File: src/sv/rga_pkg.sv
// ----------------------------------------------------------------------------
// Rational ALU package
// Opcodes, shared-unit operation codes and the unit status struct.
// ----------------------------------------------------------------------------
package rga_pkg;

   typedef logic [1:0] opcode_type;

   localparam opcode_type OPC_ADD = 2'd0;
   localparam opcode_type OPC_SUB = 2'd1;
   localparam opcode_type OPC_MUL = 2'd2;
   localparam opcode_type OPC_DIV = 2'd3;

   typedef logic [1:0] unit_op_type;

   localparam unit_op_type UOP_ADD = 2'd0;
   localparam unit_op_type UOP_SUB = 2'd1;
   localparam unit_op_type UOP_MUL = 2'd2;
   localparam unit_op_type UOP_DIV = 2'd3;

   typedef struct packed {
      logic busy;
      logic done;
   } unit_stat_type;

endpackage

File: src/sv/rga_if.sv
// ----------------------------------------------------------------------------
// Rational ALU channel interfaces
// Valid/ready channels for operand beats and result beats.
// ----------------------------------------------------------------------------
interface rga_req_if;
   logic              valid;
   logic              ready;
   logic [1:0]        opcode;
   logic signed [31:0] a_num;
   logic signed [31:0] a_den;
   logic signed [31:0] b_num;
   logic signed [31:0] b_den;

   modport source (output valid, opcode, a_num, a_den, b_num, b_den, input ready);
   modport sink   (input valid, opcode, a_num, a_den, b_num, b_den, output ready);
endinterface

interface rga_rsp_if;
   logic              valid;
   logic              ready;
   logic signed [31:0] res_num;
   logic signed [31:0] res_den;
   logic              den_is_zero;

   modport source (output valid, res_num, res_den, den_is_zero, input ready);
   modport sink   (input valid, res_num, res_den, den_is_zero, output ready);
endinterface

File: src/sv/rational_alu_with_gcd_reduce.sv
// ----------------------------------------------------------------------------
// Rational ALU with gcd reduction
// Multiplies out two signed fractions (crosswise but for MUL), then reduces the
// pair by the Euclidean gcd, all through one shared iterative arithmetic unit.
// ----------------------------------------------------------------------------
// Each item runs its steps one at a time in the shared unit: 2 or 3 products,
// an add or subtract for ADD and SUB, then, for a nonzero numerator, the gcd
// remainder steps and two final divides. The request side is ready only when
// idle, so a new item is taken only after the last result is registered.
// Reset clears the sequencer and the result valid; no stored data is cleared.
module rational_alu_with_gcd_reduce #(
   parameter int WIDTH = 32
) (
   input  logic       clock,
   input  logic       reset,
   rga_req_if.sink    req_bus,
   rga_rsp_if.source  rsp_bus
);
   import rga_pkg::*;

   localparam logic [3:0] S_IDLE = 4'd0;
   localparam logic [3:0] S_P0   = 4'd1;
   localparam logic [3:0] S_P1   = 4'd2;
   localparam logic [3:0] S_COMB = 4'd3;
   localparam logic [3:0] S_P2   = 4'd4;
   localparam logic [3:0] S_GCD  = 4'd5;
   localparam logic [3:0] S_DN   = 4'd6;
   localparam logic [3:0] S_DD   = 4'd7;
   localparam logic [3:0] S_OUT  = 4'd8;

   logic [3:0]         state_ff, state_in;
   logic               launch_ff, launch_in;
   opcode_type         opc_ff, opc_in;
   logic [WIDTH-1:0]   an_ff, an_in;
   logic [WIDTH-1:0]   ad_ff, ad_in;
   logic [WIDTH-1:0]   bn_ff, bn_in;
   logic [WIDTH-1:0]   bd_ff, bd_in;
   logic [WIDTH-1:0]   n_ff, n_in;
   logic [WIDTH-1:0]   p1_ff, p1_in;
   logic [WIDTH-1:0]   d_ff, d_in;
   logic [WIDTH-1:0]   ga_ff, ga_in;
   logic [WIDTH-1:0]   gb_ff, gb_in;
   logic               rsp_valid_ff, rsp_valid_in;
   logic signed [31:0] rsp_num_ff, rsp_num_in;
   logic signed [31:0] rsp_den_ff, rsp_den_in;
   logic               rsp_dz_ff, rsp_dz_in;

   logic               u_start;
   unit_op_type        u_op;
   logic [WIDTH-1:0]   u_opa;
   logic [WIDTH-1:0]   u_opb;
   unit_stat_type      u_stat;
   logic [WIDTH-1:0]   u_q;
   logic [WIDTH-1:0]   u_r;
   logic               req_beat;
   logic               rsp_free;

   rga_unit #(
      .WIDTH (WIDTH)
   ) u_unit (
      .clock (clock),
      .reset (reset),
      .start (u_start),
      .op    (u_op),
      .opa   (u_opa),
      .opb   (u_opb),
      .stat  (u_stat),
      .res_q (u_q),
      .res_r (u_r)
   );

   assign req_bus.ready = (state_ff == S_IDLE);
   assign req_beat      = req_bus.valid && req_bus.ready;
   assign rsp_free      = !rsp_valid_ff || rsp_bus.ready;

   always_comb begin
      u_op  = UOP_MUL;
      u_opa = an_ff;
      u_opb = bd_ff;
      unique case (state_ff)
         S_P0: begin
            u_opb = (opc_ff == OPC_MUL) ? bn_ff : bd_ff;
         end
         S_P1: begin
            u_opa = bn_ff;
            u_opb = ad_ff;
         end
         S_COMB: begin
            u_op  = (opc_ff == OPC_SUB) ? UOP_SUB : UOP_ADD;
            u_opa = n_ff;
            u_opb = p1_ff;
         end
         S_P2: begin
            u_opa = ad_ff;
            u_opb = (opc_ff == OPC_DIV) ? bn_ff : bd_ff;
         end
         S_GCD: begin
            u_op  = UOP_DIV;
            u_opa = ga_ff;
            u_opb = gb_ff;
         end
         S_DN: begin
            u_op  = UOP_DIV;
            u_opa = n_ff;
            u_opb = ga_ff;
         end
         S_DD: begin
            u_op  = UOP_DIV;
            u_opa = d_ff;
            u_opb = ga_ff;
         end
         default: begin
            u_op = UOP_MUL;
         end
      endcase
   end

   always_comb begin
      state_in     = state_ff;
      launch_in    = launch_ff;
      opc_in       = opc_ff;
      an_in        = an_ff;
      ad_in        = ad_ff;
      bn_in        = bn_ff;
      bd_in        = bd_ff;
      n_in         = n_ff;
      p1_in        = p1_ff;
      d_in         = d_ff;
      ga_in        = ga_ff;
      gb_in        = gb_ff;
      rsp_valid_in = rsp_valid_ff && !rsp_bus.ready;
      rsp_num_in   = rsp_num_ff;
      rsp_den_in   = rsp_den_ff;
      rsp_dz_in    = rsp_dz_ff;
      u_start      = 1'b0;

      if (state_ff == S_P0 || state_ff == S_P1 || state_ff == S_COMB ||
          state_ff == S_P2 || state_ff == S_DN || state_ff == S_DD ||
          (state_ff == S_GCD && gb_ff != '0)) begin
         if (!launch_ff) begin
            u_start   = 1'b1;
            launch_in = 1'b1;
         end else if (u_stat.done) begin
            launch_in = 1'b0;
         end
      end

      unique case (state_ff)
         S_IDLE: begin
            if (req_beat) begin
               opc_in   = req_bus.opcode;
               an_in    = WIDTH'(req_bus.a_num);
               ad_in    = WIDTH'(req_bus.a_den);
               bn_in    = WIDTH'(req_bus.b_num);
               bd_in    = WIDTH'(req_bus.b_den);
               state_in = S_P0;
            end
         end
         S_P0: begin
            if (launch_ff && u_stat.done) begin
               n_in     = u_q;
               state_in = (opc_ff == OPC_ADD || opc_ff == OPC_SUB) ? S_P1 : S_P2;
            end
         end
         S_P1: begin
            if (launch_ff && u_stat.done) begin
               p1_in    = u_q;
               state_in = S_COMB;
            end
         end
         S_COMB: begin
            if (launch_ff && u_stat.done) begin
               n_in     = u_q;
               state_in = S_P2;
            end
         end
         S_P2: begin
            if (launch_ff && u_stat.done) begin
               if (n_ff == '0) begin
                  d_in     = WIDTH'(1);
                  state_in = S_OUT;
               end else begin
                  d_in     = u_q;
                  ga_in    = n_ff;
                  gb_in    = u_q;
                  state_in = S_GCD;
               end
            end
         end
         S_GCD: begin
            if (gb_ff == '0) begin
               state_in = (ga_ff == '0) ? S_OUT : S_DN;
            end else if (launch_ff && u_stat.done) begin
               ga_in = gb_ff;
               gb_in = u_r;
            end
         end
         S_DN: begin
            if (launch_ff && u_stat.done) begin
               n_in     = u_q;
               state_in = S_DD;
            end
         end
         S_DD: begin
            if (launch_ff && u_stat.done) begin
               d_in     = u_q;
               state_in = S_OUT;
            end
         end
         S_OUT: begin
            if (rsp_free) begin
               rsp_valid_in = 1'b1;
               rsp_num_in   = 32'(signed'(n_ff));
               rsp_den_in   = 32'(signed'(d_ff));
               rsp_dz_in    = (d_ff == '0);
               state_in     = S_IDLE;
            end
         end
         default: begin
            state_in = S_IDLE;
         end
      endcase
   end

   always_ff @(posedge clock) begin
      if (reset) begin
         state_ff     <= S_IDLE;
         launch_ff    <= 1'b0;
         rsp_valid_ff <= 1'b0;
      end else begin
         state_ff     <= state_in;
         launch_ff    <= launch_in;
         rsp_valid_ff <= rsp_valid_in;
      end
      opc_ff     <= opc_in;
      an_ff      <= an_in;
      ad_ff      <= ad_in;
      bn_ff      <= bn_in;
      bd_ff      <= bd_in;
      n_ff       <= n_in;
      p1_ff      <= p1_in;
      d_ff       <= d_in;
      ga_ff      <= ga_in;
      gb_ff      <= gb_in;
      rsp_num_ff <= rsp_num_in;
      rsp_den_ff <= rsp_den_in;
      rsp_dz_ff  <= rsp_dz_in;
   end

   assign rsp_bus.valid       = rsp_valid_ff;
   assign rsp_bus.res_num     = rsp_num_ff;
   assign rsp_bus.res_den     = rsp_den_ff;
   assign rsp_bus.den_is_zero = rsp_dz_ff;

   a_start_idle: assert property (@(posedge clock) disable iff (reset)
      u_start |-> !u_stat.busy)
      else $error("shared unit started while busy");

   a_done_launched: assert property (@(posedge clock) disable iff (reset)
      u_stat.done |-> launch_ff)
      else $error("shared unit finished without a pending launch");

   a_accept_starts: assert property (@(posedge clock) disable iff (reset)
      req_beat |=> (state_ff == S_P0))
      else $error("accepted beat did not start the product phase");

   a_flag_consistent: assert property (@(posedge clock) disable iff (reset)
      (rsp_bus.valid && rsp_bus.res_den != 32'sd0) |-> !rsp_bus.den_is_zero)
      else $error("zero-denominator flag set on a nonzero denominator");

endmodule

File: src/sv/rga_unit.sv
// ----------------------------------------------------------------------------
// Rational ALU shared arithmetic unit
// One adder used for add and subtract, bit-serial shift-add
// multiply and restoring signed division with truncating remainder.
// ----------------------------------------------------------------------------
module rga_unit #(
   parameter int WIDTH = 32
) (
   input  logic                  clock,
   input  logic                  reset,
   input  logic                  start,
   input  rga_pkg::unit_op_type  op,
   input  logic [WIDTH-1:0]      opa,
   input  logic [WIDTH-1:0]      opb,
   output rga_pkg::unit_stat_type stat,
   output logic [WIDTH-1:0]      res_q,
   output logic [WIDTH-1:0]      res_r
);
   import rga_pkg::*;

   localparam int CW = $clog2(WIDTH);

   logic              busy_ff, busy_in;
   logic              done_ff, done_in;
   unit_op_type       op_ff, op_in;
   logic [CW-1:0]     cnt_ff, cnt_in;
   logic [WIDTH-1:0]  acc_ff, acc_in;
   logic [WIDTH-1:0]  x_ff, x_in;
   logic [WIDTH-1:0]  y_ff, y_in;
   logic              sq_ff, sq_in;
   logic              sr_ff, sr_in;
   logic [WIDTH-1:0]  q_ff, q_in;
   logic [WIDTH-1:0]  r_ff, r_in;

   logic [WIDTH-1:0]  r2;
   logic [WIDTH-1:0]  lhs;
   logic              sub;
   logic [WIDTH:0]    sum;
   logic [WIDTH-1:0]  abs_a;
   logic [WIDTH-1:0]  abs_b;

   always_comb begin
      r2    = {acc_ff[WIDTH-2:0], y_ff[WIDTH-1]};
      lhs   = (op_ff == UOP_DIV) ? r2 : acc_ff;
      sub   = (op_ff == UOP_DIV) || (op_ff == UOP_SUB);
      sum   = {1'b0, lhs} + {1'b0, (sub ? ~x_ff : x_ff)} + {{WIDTH{1'b0}}, sub};
      abs_a = opa[WIDTH-1] ? (WIDTH'(0) - opa) : opa;
      abs_b = opb[WIDTH-1] ? (WIDTH'(0) - opb) : opb;
   end

   always_comb begin
      busy_in = busy_ff;
      done_in = 1'b0;
      op_in   = op_ff;
      cnt_in  = cnt_ff;
      acc_in  = acc_ff;
      x_in    = x_ff;
      y_in    = y_ff;
      sq_in   = sq_ff;
      sr_in   = sr_ff;
      q_in    = q_ff;
      r_in    = r_ff;
      if (busy_ff) begin
         unique case (op_ff)
            UOP_MUL: begin
               if (y_ff[0]) begin
                  acc_in = sum[WIDTH-1:0];
               end
               x_in = {x_ff[WIDTH-2:0], 1'b0};
               y_in = {1'b0, y_ff[WIDTH-1:1]};
            end
            UOP_DIV: begin
               acc_in = sum[WIDTH] ? sum[WIDTH-1:0] : r2;
               y_in   = {y_ff[WIDTH-2:0], sum[WIDTH]};
            end
            default: begin
               acc_in = sum[WIDTH-1:0];
            end
         endcase
         if (cnt_ff == '0) begin
            busy_in = 1'b0;
            done_in = 1'b1;
            if (op_ff == UOP_DIV) begin
               q_in = sq_ff ? (WIDTH'(0) - y_in) : y_in;
               r_in = sr_ff ? (WIDTH'(0) - acc_in) : acc_in;
            end else begin
               q_in = acc_in;
               r_in = '0;
            end
         end else begin
            cnt_in = cnt_ff - CW'(1);
         end
      end else if (start) begin
         op_in = op;
         unique case (op)
            UOP_MUL: begin
               busy_in = 1'b1;
               cnt_in  = CW'(WIDTH - 1);
               acc_in  = '0;
               x_in    = opa;
               y_in    = opb;
            end
            UOP_DIV: begin
               if (opb == '0) begin
                  done_in = 1'b1;
                  q_in    = opa;
                  r_in    = '0;
               end else begin
                  busy_in = 1'b1;
                  cnt_in  = CW'(WIDTH - 1);
                  acc_in  = '0;
                  x_in    = abs_b;
                  y_in    = abs_a;
                  sq_in   = opa[WIDTH-1] ^ opb[WIDTH-1];
                  sr_in   = opa[WIDTH-1];
               end
            end
            default: begin
               busy_in = 1'b1;
               cnt_in  = '0;
               acc_in  = opa;
               x_in    = opb;
            end
         endcase
      end
   end

   always_ff @(posedge clock) begin
      if (reset) begin
         busy_ff <= 1'b0;
         done_ff <= 1'b0;
      end else begin
         busy_ff <= busy_in;
         done_ff <= done_in;
      end
      op_ff  <= op_in;
      cnt_ff <= cnt_in;
      acc_ff <= acc_in;
      x_ff   <= x_in;
      y_ff   <= y_in;
      sq_ff  <= sq_in;
      sr_ff  <= sr_in;
      q_ff   <= q_in;
      r_ff   <= r_in;
   end

   assign stat.busy = busy_ff;
   assign stat.done = done_ff;
   assign res_q     = q_ff;
   assign res_r     = r_ff;

endmodule

File: src/flat_wrapper.sv
// flat-port wrapper written by rule: the top's interface ports become plain ports
module rational_alu_with_gcd_reduce_flat import rga_pkg::*;
#(
   parameter int WIDTH = 32
)
  (clock, reset, req_bus_valid, req_bus_opcode, req_bus_a_num, req_bus_a_den, req_bus_b_num, req_bus_b_den, req_bus_ready, rsp_bus_valid, rsp_bus_res_num, rsp_bus_res_den, rsp_bus_den_is_zero, rsp_bus_ready);
  rga_req_if req_bus_i ();
  rga_rsp_if rsp_bus_i ();
  input  logic clock;
  input  logic reset;
  input wire logic [$bits(req_bus_i.valid)-1:0] req_bus_valid;
  input wire logic [$bits(req_bus_i.opcode)-1:0] req_bus_opcode;
  input wire logic [$bits(req_bus_i.a_num)-1:0] req_bus_a_num;
  input wire logic [$bits(req_bus_i.a_den)-1:0] req_bus_a_den;
  input wire logic [$bits(req_bus_i.b_num)-1:0] req_bus_b_num;
  input wire logic [$bits(req_bus_i.b_den)-1:0] req_bus_b_den;
  output wire logic [$bits(req_bus_i.ready)-1:0] req_bus_ready;
  output wire logic [$bits(rsp_bus_i.valid)-1:0] rsp_bus_valid;
  output wire logic [$bits(rsp_bus_i.res_num)-1:0] rsp_bus_res_num;
  output wire logic [$bits(rsp_bus_i.res_den)-1:0] rsp_bus_res_den;
  output wire logic [$bits(rsp_bus_i.den_is_zero)-1:0] rsp_bus_den_is_zero;
  input wire logic [$bits(rsp_bus_i.ready)-1:0] rsp_bus_ready;
  assign req_bus_i.valid = req_bus_valid;
  assign req_bus_i.opcode = req_bus_opcode;
  assign req_bus_i.a_num = req_bus_a_num;
  assign req_bus_i.a_den = req_bus_a_den;
  assign req_bus_i.b_num = req_bus_b_num;
  assign req_bus_i.b_den = req_bus_b_den;
  assign req_bus_ready = req_bus_i.ready;
  assign rsp_bus_valid = rsp_bus_i.valid;
  assign rsp_bus_res_num = rsp_bus_i.res_num;
  assign rsp_bus_res_den = rsp_bus_i.res_den;
  assign rsp_bus_den_is_zero = rsp_bus_i.den_is_zero;
  assign rsp_bus_i.ready = rsp_bus_ready;
  rational_alu_with_gcd_reduce #(.WIDTH(WIDTH)) u_core (.clock(clock), .reset(reset), .req_bus(req_bus_i), .rsp_bus(rsp_bus_i));
endmodule
File: config.mk
export PLATFORM = sky130hd
export DESIGN_NAME = rational_alu_with_gcd_reduce_flat
export DESIGN_NICKNAME = d
export VERILOG_FILES = /design/src/sv/rga_pkg.sv /design/src/sv/rga_if.sv /design/src/sv/rational_alu_with_gcd_reduce.sv /design/src/sv/rga_unit.sv /design/src/flat_wrapper.sv
export SDC_FILE = /design/constraint.sdc
export NUM_CORES = 1
export LEC_CHECK = 0
export BUFFER_PORTS_ARGS = -buffer_cell sky130_fd_sc_hd__buf_2
export CORE_ASPECT_RATIO = 1.2
export CORE_MARGIN = 2
export CORE_UTILIZATION = 35
export DETAILED_ROUTE_END_ITERATION = 6
export PLACE_DENSITY = 0.5
export SLEW_MARGIN = 20
export SYNTH_ARGS = -nofsm -noshare
export SYNTH_HDL_FRONTEND = slang
export SYNTH_HIERARCHICAL = 1
export SYNTH_SLANG_ARGS = --single-unit
File: constraint.sdc
create_clock -name clock -period 9.7 [get_ports clock]
set_input_delay 0.485 -clock clock [delete_from_list [all_inputs] [get_ports clock]]
set_output_delay 0.485 -clock clock [all_outputs]
set_load 0.02 [all_outputs]
==> out/summary.txt <==
STATUS
----------------------------------------------------------------------------------
Outcome                                                               finished with violations
Failing checks                                                                 DRC

GLOBAL ROUTING
----------------------------------------------------------------------------------
Grt ovf                                                                          0
Met1 Use GR                                                                  34.0%
Antenna violations before repair                                                 0
Met2 Use GR                                                                  41.1%
Busiest layer in global routing                                               met2
Via count of the first global-routing pass                                   23600
First-pass GRT wire length                                               163000 µm
Pin count of the biggest net entering global routing                            93
Global-route met3 utilization                                                3.95%
GRT Resource Usage Total                                                     25.1%

CLOCK NETWORK
----------------------------------------------------------------------------------
TritonCTS clock tree                                                         built
Clock Sinks                                                                    532
Insertion delay of the later-clocked pin in the worst-skew pair             630 ps
Clock root cell                                                          clkbuf_16
CTS clock-pin slew for the worst setup and hold paths                        70 ps
Cts hold-fix bufs                                                                1
H-tree depth reported by CTS                                                     2
TritonCTS buffer count                                                          56
Number of buffers between clock root and the deepest sink                        3
Post-CTS setup buffers                                                           0
Total of cells resized after clock tree synthesis                                0

SETUP PATH
----------------------------------------------------------------------------------
Crit path launch type                                                    flip-flop
Worst path arrival time                                                    7580 ps
Startpoint of the worst register-to-register path                     u_core/state_ff[3]$_SDFFE_PP0P_
Reg-to-reg critical path endpoint                                     u_core/u_unit/y_ff[11]$_DFFE_PP_
Max Fanout on Critical Path                                                     27
Worst r2r path cells                                                            16
Worst-case register-to-register setup slack                                2450 ps
Element type at the critical path end                                    flip-flop
Required time of the critical path                                        10030 ps
Kind of critical path                                                 flip-flop to flip-flop

STA
----------------------------------------------------------------------------------
Skew final                                                                 26.0 ps
RSZ-0062 raised after global routing                                         false
Worst-Margin Slew                                                          1170 ps
Final setup violating endpoints                                                  0
Share of the clock period used by the worst path                             74.7%
Count of endpoints failing hold in the final timing report                       0
Final worst hold slack                                                     41.0 ps
FMAX                                                                       138 MHz
Setup tns final                                                               0 ps
Post-layout minimum cycle time                                             7250 ps
Number of pins with negative max-slew slack in the final report                  0
Worst slew slack as a fraction of its limit                                  21.3%

ROUTE
----------------------------------------------------------------------------------
DR vias/cell                                                                  5.95
Post-route DRC                                                                  12
Detailed Routing Iterations Pass 1                                               7
Vias post-DR                                                                 24600
Final routed wire length divided by cell count                             27.1 µm
Total wire length after detailed routing                                 112000 µm
Violation count after the first detailed-routing iteration                    3121
Count of nets left with antenna violations after detail routing                  0

FLOORPLANNING
----------------------------------------------------------------------------------
Ports                                                                          201
Initial Util                                                                 35.4%
Die Width                                                                   270 µm
Die height                                                                  323 µm
Area of the core                                                        0.0836 mm²
Area of the die                                                         0.0870 mm²
Number of standard-cell rows in the floorplan                                  116

PLACE
----------------------------------------------------------------------------------
HPWL after DPL                                                            82700 µm
Instance area after placement                                           0.0317 mm²
Final estimated routing congestion in global placement                       0.930
Port Buf Inserts                                                               200

HOLD PATH
----------------------------------------------------------------------------------
Hold path cells                                                                  1
Worst hold path type                                                  input port to flip-flop
Startpoint of the lowest-slack hold path                              req_bus_b_den[24]
Hold Crit Endpoint                                                    u_core/bd_ff[24]$_DFFE_PP_

FINISH
----------------------------------------------------------------------------------
Share of final-layout standard cells stronger than drive strength 1          13.1%
Area growth from synthesis to final layout                                   13.6%
Number of antenna diodes                                                         0
Layout Utilization                                                           40.3%
Final net count                                                               3151
Final instance area                                                     0.0337 mm²

SYNTHESIS
----------------------------------------------------------------------------------
Total standard cell area after synthesis                                0.0296 mm²
Syn nets                                                                      3045
Syn Inst Count                                                                2873
Synthesis warning total                                                          6
Average footprint of a synthesized cell                                   10.3 µm²

FLOW RUN
----------------------------------------------------------------------------------
Max-cap violation count                                                          0

[per-layer routing]
layer | up-vias | wire length, µm
met4 | 0 | 3950
met3 | 180 | 8740
met5 | - | 0
met1 | 12100 | 47400
met2 | 1222 | 52400
li1 | 11100 | -
[cell type report]
class	count	area (µm²)
timing repair buffer	250	1380
clock buffer	63	1450
inverter	46	173
clock inverter	38	505
fill	8159	49900
multi-input combinational	2093	12800
tap	1121	1400
sequential	532	15900
[flip-flops by register name, summed over array words and instances, names as in the netlist, 2 cells and up]
| signal | flops |
|---|---|
| u_core/state_ff | 4 |
| u_core/u_unit/acc_ff | 32 |
| u_core/u_unit/res_r | 32 |
| u_core/bd_ff | 32 |
| u_core/u_unit/y_ff | 32 |
| u_core/ga_ff | 32 |
| u_core/rsp_bus.res_num | 32 |
| u_core/d_ff | 32 |
| u_core/u_unit/cnt_ff | 5 |
| u_core/u_unit/x_ff | 32 |
| u_core/gb_ff | 32 |
| u_core/p1_ff | 32 |
| u_core/bn_ff | 32 |
| u_core/an_ff | 32 |
| u_core/u_unit/op_ff | 2 |
| u_core/u_unit/res_q | 32 |
| u_core/ad_ff | 32 |
| u_core/n_ff | 32 |
| u_core/rsp_bus.res_den | 32 |
| u_core/opc_ff | 2 |
[worst max path at each step]
stage	startpoint	endpoint	slack (ps)	cells past startpoint
after floorplan	u_core/state_ff[0]$_SDFFE_PP0P_	u_core/u_unit/res_q[0]$_DFFE_PP_	2610	15
after global placement	u_core/state_ff[3]$_SDFFE_PP0P_	u_core/u_unit/y_ff[6]$_DFFE_PP_	2550	16
after detailed placement	u_core/state_ff[3]$_SDFFE_PP0P_	u_core/u_unit/y_ff[11]$_DFFE_PP_	2520	16
after CTS	u_core/state_ff[3]$_SDFFE_PP0P_	u_core/u_unit/y_ff[11]$_DFFE_PP_	2490	16
after global routing	u_core/state_ff[3]$_SDFFE_PP0P_	u_core/u_unit/y_ff[8]$_DFFE_PP_	2100	16
final	u_core/state_ff[3]$_SDFFE_PP0P_	u_core/u_unit/y_ff[11]$_DFFE_PP_	2450	16
[through the flow]
step                cells  setup WS [ps]
floorplan            2873           2610
detailed placement   4041           2520
finish               4143           2450
global placement     4041           2550
global route         4143           2100
CTS                  4143           2490
[critical path: stages (launching register included)]
cell and delay [ps]:
dfxtp_1 1020, or4b_1 530, o22ai_4 100, buf_4 300, a2111o_1 490, a211oi_1 210, nor2_1 220, or3_1 430
or4_1 510, nor3_1 390, and2_1 440, nand2_1 220, nor4_1 390, nand3_1 230, a21oi_1 740, nor2_2 340
buf_4 340
[placed cells by master (no fill, tap or decap), types with 12 or more instances in the layout]
cell type / count
a211oi_1: 36
a21o_1: 56
a21oi_1: 198
a221o_1: 35
a221oi_1: 16
a222oi_1: 34
a22o_1: 28
a22oi_1: 75
a31oi_1: 15
and3_1: 21
buf_2: 200
buf_4: 49
bufinv_16: 12
clkbuf_16: 57
edfxtp_1: 524
ha_1: 37
inv_1: 44
mux2i_1: 56
nand2_1: 483
nand2b_1: 14
nand3_1: 91
nand4_1: 32
nor2_1: 168
nor2b_1: 46
nor3_1: 34
nor4_1: 38
o2111ai_1: 12
o211ai_1: 24
o21a_1: 14
o21ai_0: 168
o31ai_1: 29
or3_1: 34
xnor2_1: 55
xor2_1: 87
Power is not shown: default switching activity piles up to over one toggle a cycle in this logic, so the estimate is an artifact.
